### src/rtl/mmtn_ram.sv
// Generic single-write, single-read RAM with registered read data.
// No dependencies.
module mmtn_ram #(
    parameter int WIDTH = 8,
    parameter int DEPTH = 16
) (
    input  logic                     clk,
    input  logic                     we,
    input  logic [$clog2(DEPTH)-1:0] waddr,
    input  logic [WIDTH-1:0]         wdata,
    input  logic                     re,
    input  logic [$clog2(DEPTH)-1:0] raddr,
    output logic [WIDTH-1:0]         rdata
);

    logic [WIDTH-1:0] mem [DEPTH];

    always_ff @(posedge clk)
    begin
        if (we)
        begin
            mem[waddr] <= wdata;
        end
        if (re)
        begin
            rdata <= mem[raddr];
        end
    end

endmodule

### config.mk
export PLATFORM = sky130hd
export DESIGN_NAME = mmtn_ram
export DESIGN_NICKNAME = d
export VERILOG_FILES = /design/src/rtl/mmtn_ram.sv
export SDC_FILE = /design/constraint.sdc
export NUM_CORES = 1
export LEC_CHECK = 0
export BUFFER_PORTS_ARGS = -buffer_cell sky130_fd_sc_hd__buf_2
export CORE_UTILIZATION = 60
export DETAILED_ROUTE_END_ITERATION = 12
export GPL_TIMING_DRIVEN = 1
export PLACE_DENSITY = 0.86
export SETUP_SLACK_MARGIN = 0.5
export SYNTH_ARGS = -nofsm -noshare
export SYNTH_HDL_FRONTEND = slang
export SYNTH_SLANG_ARGS = --single-unit
### constraint.sdc
create_clock -name clk -period 2.58 [get_ports clk]
set_clock_uncertainty 0.15 [all_clocks]
set_input_delay 0.516 -clock clk [delete_from_list [all_inputs] [get_ports clk]]
set_output_delay 0.516 -clock clk [all_outputs]
set_load 0.1 [all_outputs]
# Yosys cells after proc, flatten, opt, wreduce, memory -nomap -nowiden
# Memories as Yosys holds them, arrays and structs flattened. A register that Yosys moved wholly into a read port is not among the register bits.
# Index checks and enable logic that the tools add are counted.
totals:
  mem_count: 1
  elab_cells: 3
  reg_bits: 0
  in_bits: 19
  ramBits: 128
classes:
  muxes: 2
memory_table:
  columns: ["name", "depth", "width", "rd", "rd_clocked_by_memory_dff", "write_ports", "line_no", "source"]
  rows:
  - ["mem", 16, 8, 1, 1, 1, "16", "logic [WIDTH-1:0] mem [DEPTH];"]
ops:
  columns: ["op", "count"]
  rows:
  - ["two-way mux 1 bit", 2]

# Logic depth before layout (Yosys ltp)
# Gate-level depths: netlist (run 1).
logic_depth:
  ltp_word: 2
  ltp_mapped: 5
  mapped_depth_nobuf: 3

# Worst setup path before layout (run 1)
# Ideal clock, no wire load.
synth_path:
  path_type: "input to register"
  from: "input waddr[2]"
  to: "memory mem[0][0] (enable)"
  n_path_buf: 0
  path_stages: 2
  setup_slack_ns: 0.421
  t_arrival_ns: 1.626
  required_time_ns: 2.047
  cell_sequence: "or3b_2 nor3_1"
synth_lines:
  columns: ["item", "line_no", "source"]
  rows:
  - ["start: declaration", "9", "input logic [$clog2(DEPTH)-1:0] waddr,"]
  - ["end: declaration", "16", null]
# Straight into the memory's write port.

# Final worst setup path (run 1)
layout_path:
  from: "register rdata[3] (read register of mem)"
  to: "output rdata[3]"
layout_lines:
  columns: ["item", "line_no", "source"]
  rows:
  - ["start: declaration", "13", "output logic [WIDTH-1:0] rdata"]
# No word-level cell between the ends.

==> metrics.txt, run 1 <==
status finished clean; Max Cap Viol 0; worst-path fanout max 1; root buf cell clkbuf_8; routed len/inst 25.8 µm; mean post-synth cell area 22.8 µm²; cells after synthesis 229; Hold Crit Depth 1; post-DP HPWL 5.88 mm; 1st-iter DRT viols 258; Buf+Inv Stages, Crit Path 1; Pleak 2.09 nW; Worst path max stage delay 450 ps; # diodes 0; global-route wire length before repair 15.4 mm; largest net degree at the start of global routing 33; 1st-pass router iterations 4; Area Growth Syn to Fin 17.9%; Hold Fails Final Rpt 0; Mapped Nets 248; area share of and/or/nand/nor cells after synthesis 0.0314; antenna violations before repair 0; Longest Clk Path Bufs 2; power share of the clock group 0.461; power per cell area 846 mW/mm²; I/O Pins 27; crit-path cells buf_2; total global routing track utilization 0.262; post-CTS sizing 0; critical path arrival 1360 ps; Starting Density 0.627; die area 0.00909 mm²; period utilization 0.785; routability cong. 0.720; Peak supply drop 0.000611 V; CP delay by family, top buffers and inverters; vias in the first global route 2669; Post-Synth Adder-Cell Area 0; Detail Route Antenna Nets 0; CP endpoint kind primary output; TritonCTS clock tree yes; core area 0.00834 mm²; f_max 0.494 GHz; synth warn 0; sequential share of power 0.481; Port Buffers 26; # DRC 0; layout cells sized above 1 0.317; Die W 95.3 µm; Compound-Gate Fraction of Synth Area 0.0230; minimum clock period 2030 ps; CTS Buf Count 17; Post-Syn Area 0.00523 mm²; library cells used by synthesis 18; logic gate share of total power 0.058; Post-Route Utilization 0.739; switching power of the nets 0.00108 W; RSZ-0062 raised after global routing no; Crit Path Class flop to primary output; H-tree depth 4; setup tns final 0 ps; Crit path depth 1; P_int 0.00414 W; #FFs+latches synth 136; final setup margin 554 ps; relative slew slack 0.454; Worst Setup Start Kind flop; NumNets Final 301; Via density 6.39; pre-CTS setup slack 264 ps; Setup Buffers After CTS 0; mux contribution to synthesized area 0.148; row cnt 33; clk_lat worst skew 520 ps; GRT overflow 0; Sw Ratio 0.206; slowest CP cell buf_2; R2R cell count 3; clock sink count 136; CTS Hold Bufs 0; HP Class input port to flop; chip height 95.3 µm; worst-margin pin slew 817 ps; # setup viols final 0; Post-Synth XOR/XNOR Area 0; routed wire length 10.3 mm; Final Max Tran Viols 0; register clock-pin slew on the reported worst setup and hold paths 60 ps; largest family of logic cells by synthesized area multiplexers; Final Power 0.00521 W; post-synthesis sequential area ratio 0.781; CP required 1910 ps; via count 2542
## layout make-up
type,instances,area (µm²)
clock buffers,17,414
clock inverters,13,181
fillers,461,2180
multi-input cells,83,1060
flip-flops and latches,136,4080
well taps,105,131
repair buffers,44,290
## cell usage after synthesis
library cell,number,share of area
buf_2,3,0.0029
and2_1,1,0.0012
nand3_1,1,0.00096
nor3_1,4,0.0038
nand2_1,9,0.0065
and2b_1,1,0.0014
mux4_1,14,0.070
mux4_2,18,0.078
buf_4,1,0.0014
or3b_2,1,0.0017
edfxtp_1,136,0.78
nor2_1,13,0.0093
clkdlybuf4s25_2,3,0.0057
nand3b_1,2,0.0029
buf_6,3,0.0065
nand2b_1,2,0.0024
a22oi_1,16,0.023
nor2b_1,1,0.0012
## through the flow
step                      hold WS [ps]  std cells  area (µm²)
after CTS                          204        398        6160
after global routing               199        398        6160
final                              228        398        6160
after detailed placement           591        368        5570
after floorplan                    465        229        5230
after global placement             569        368        5570
## cells in the final DEF, fill, tap and decap left out, types with 2 or more instances in the layout
cell type and instances:
mux4_2 18, nand2_1 9, clkinvlp_4 4, nand3b_1 2, nor3_1 3, buf_12 2
buf_4 16, clkinv_2 2, clkinv_4 2, nor2_1 13, mux4_1 14, bufinv_16 4
edfxtp_1 136, buf_2 26, clkbuf_16 16, a22oi_1 16, nand2b_1 2
## worst paths after layout
| check | slack [ps] | endpoint | startpoint |
|---|---|---|---|
| min | 230 | rdata[2] | re |
| max reg2reg | 790 | rdata[5] | mem[9][5] |
| min reg2reg | 610 | rdata[2] | mem[14][2] |
| max | 550 | rdata[3] | rdata[3] |
## cell families after synthesis
| family | Yosys count |
|---|---|
| buf+inv | 10 |
| mux | 32 |
| simple gates | 35 |
| compound gates | 16 |
| flops | 136 |
## power by group through the flow
stage	registers (W)	clock network, W	logic [W]
4_1_cts	0.00251	0.00244	0.000305
5_1_grt	0.00251	0.00253	0.000319
2_1_floorplan	0.00262	0	0.000126
6_report	0.00251	0.00241	0.000302
3_5_place_dp	0.00255	0	0.000301
3_3_place_gp	0.00255	0	0.000292
## metal layers
metal  global-route usage  routed length (µm)  vias up  share of wire
met1                0.342                3950     1304           0.38
met2                0.415                5230      140           0.51
met3               0.0877                 886       15          0.086
met5                    0                   0        -              0
met4               0.0947                 200        0          0.019
li1                     -                   -     1083              -
## state kept, by name, summed over array words and instances (netlist names)
signal  cells
rdata       8
mem       128
Note: power is estimated with default switching activity, not from simulation.
==> inputs of run 2 (changes only) <==
clock period = 1.9 ns   (was 2.58 ns; I/O delays follow)
==> run 2 against run 1 <==
Combinational power grew 62%. Setup slack lost 370 ps. Sequential power grew 36%. Critical endpoint is now rdata[4]. Highest routed layer unchanged.
==> metrics.txt, run 2 (synthesis results as in run 1) <==
Worst path max stage delay 440 ps (about the same); Peak supply drop 0.000693 V (+13%); max reg flops 128 (unchanged); Max Cap Viol 0 (unchanged); power per cell area 1130 mW/mm² (+33%); Crit Path Class flop to primary output; f_max 0.582 GHz; global-route wire length before repair 16.3 mm (+5.7%); Layout Cells excl Fill 392 (-1.5%); Worst Setup Start Kind flop; minimum clock period 1720 ps; # setup viols final 0 (unchanged); relative slew slack 0.257 (-0.198); worst-margin pin slew 1110 ps (+296 ps); period utilization 0.904; NumNets Final 293 (-2.7%); Setup Buffers After CTS 0 (unchanged); 1st-pass router iterations 5 (+1); clock sink count 136 (unchanged); CP delay by family, top flip-flops; die area 0.00909 mm² (unchanged); multi-input logic area 0.00120 mm² (+13%); layout cells sized above 1 0.446 (+0.129); Reg area 0.00408 mm² (unchanged); largest registers mem: 128 flops, rdata: 8 flops; Via density 6.58 (+3.0%); Buf+Inv Stages, Crit Path 1 (unchanged); critical path arrival 1190 ps (-170 ps); status finished clean; HP Class input port to flop; I/O Pins 27 (unchanged); Area Growth Syn to Fin 21.3%; CP endpoint kind primary output; Longest Clk Path Bufs 2 (unchanged); CTS Buf Count 17 (unchanged); CTS Hold Bufs 0 (unchanged); most flop-heavy register mem; routed len/inst 28.3 µm (+9.8%); fill count 428 (-7.2%); CP required 1370 ps (-540 ps); # diodes 0 (unchanged); antenna violations before repair 0 (unchanged); routed wire length 11.1 mm (+8.1%); placed inst area 0.00564 mm² (+1.3%); routability cong. 0.745 (+3.4%); Final Max Tran Viols 0 (unchanged); # DRC 0 (unchanged); vias in the first global route 2492 (-6.6%); Final Power 0.00714 W (+37%); root buf cell clkbuf_8; GRT overflow 0 (unchanged); DP Cell Count 360 (-2.2%); row cnt 33 (unchanged); Pleak 2.04 nW (-2.7%); chip height 95.3 µm (unchanged); worst-path fanout max 1 (unchanged); worst hold slack 89.2 ps (-139 ps); slowest CP cell edfxtp_1; Starting Density 0.627 (unchanged); 1st-iter DRT viols 285 (+10%); largest net degree at the start of global routing 18 (-45%); Non-Filler Cell Area, Final 0.00634 mm² (+2.9%); most common cell after layout, fill and taps aside edfxtp_1; Hold Fails Final Rpt 0 (unchanged); Port Buffers 26 (unchanged); H-tree depth 4 (unchanged); Detail Route Antenna Nets 0 (unchanged); core area 0.00834 mm² (unchanged); post-DP HPWL 6.50 mm (+11%); register clock-pin slew on the reported worst setup and hold paths 60 ps (about the same); commonest cells after routing, fill and taps aside edfxtp_1 (136), mux4_2 (32), buf_2 (18); Die W 95.3 µm (unchanged); crit-path cells buf_6; TritonCTS clock tree yes; via count 2579 (+1.5%); clk_lat worst skew 520 ps (about the same); total global routing track utilization 0.280 (+0.0177); RSZ-0062 raised after global routing yes
run 2: changes by cell type in the layout (fill, tap and decap cells not counted), sizes merged:
cell	change
buf	-8
bufinv	-1
clkbuf	+1
clkinvlp	+1
inv	+1
run 2: final cells by class:
| type | instances | area share |
|---|---|---|
| Clock inverter | 14 | 0.0278 |
| Clock buffer | 18 | 0.0659 |
| Timing Repair Buffer | 36 | 0.0521 |
| Tap cell | 105 | 0.0207 |
| Multi-Input combinational cell | 83 | 0.190 |
| Sequential cell | 136 | 0.644 |
run 2: metal layers:
metal	vias to the layer above	GRT usage	wire length (µm)
met2	158	0.429	5580
met4	0	0.117	234
li1	1065	-	-
met1	1337	0.388	4350
met5	-	0	0
met3	19	0.0702	945
run 2: power by group:
group / internal [W] / switching, W
Sequential: 0.00338 / 0.0000270
Clock: 0.00200 / 0.00124
Combinational: 0.000172 / 0.000317
run 2: through the flow:
step / setup TNS, ps / setup slack, ps / util
after floorplan: 0 / 170 / -
after global placement: -622 / -114 / 0.676
after detailed placement: -896 / -161 / 0.676
after CTS: 0 / 152 / 0.759
after global routing: 0 / 148 / 0.760
final: 0 / 183 / 0.760
run 2: timing repair:
action,in CTS,in global routing
pin swaps,3,1
gates resized for setup,27,2
setup endpoints to repair,16,16
run 2: final timing paths:
| check | from | to | slack (ps) | cells past startpoint |
|---|---|---|---|---|
| max | rdata[4] | rdata[4] | 180 | 1 |
| min | wdata[7] | mem[0][7] | 90 | 1 |
| max reg2reg | mem[11][1] | rdata[1] | 270 | 3 |
| min reg2reg | mem[3][7] | rdata[7] | 620 | 3 |
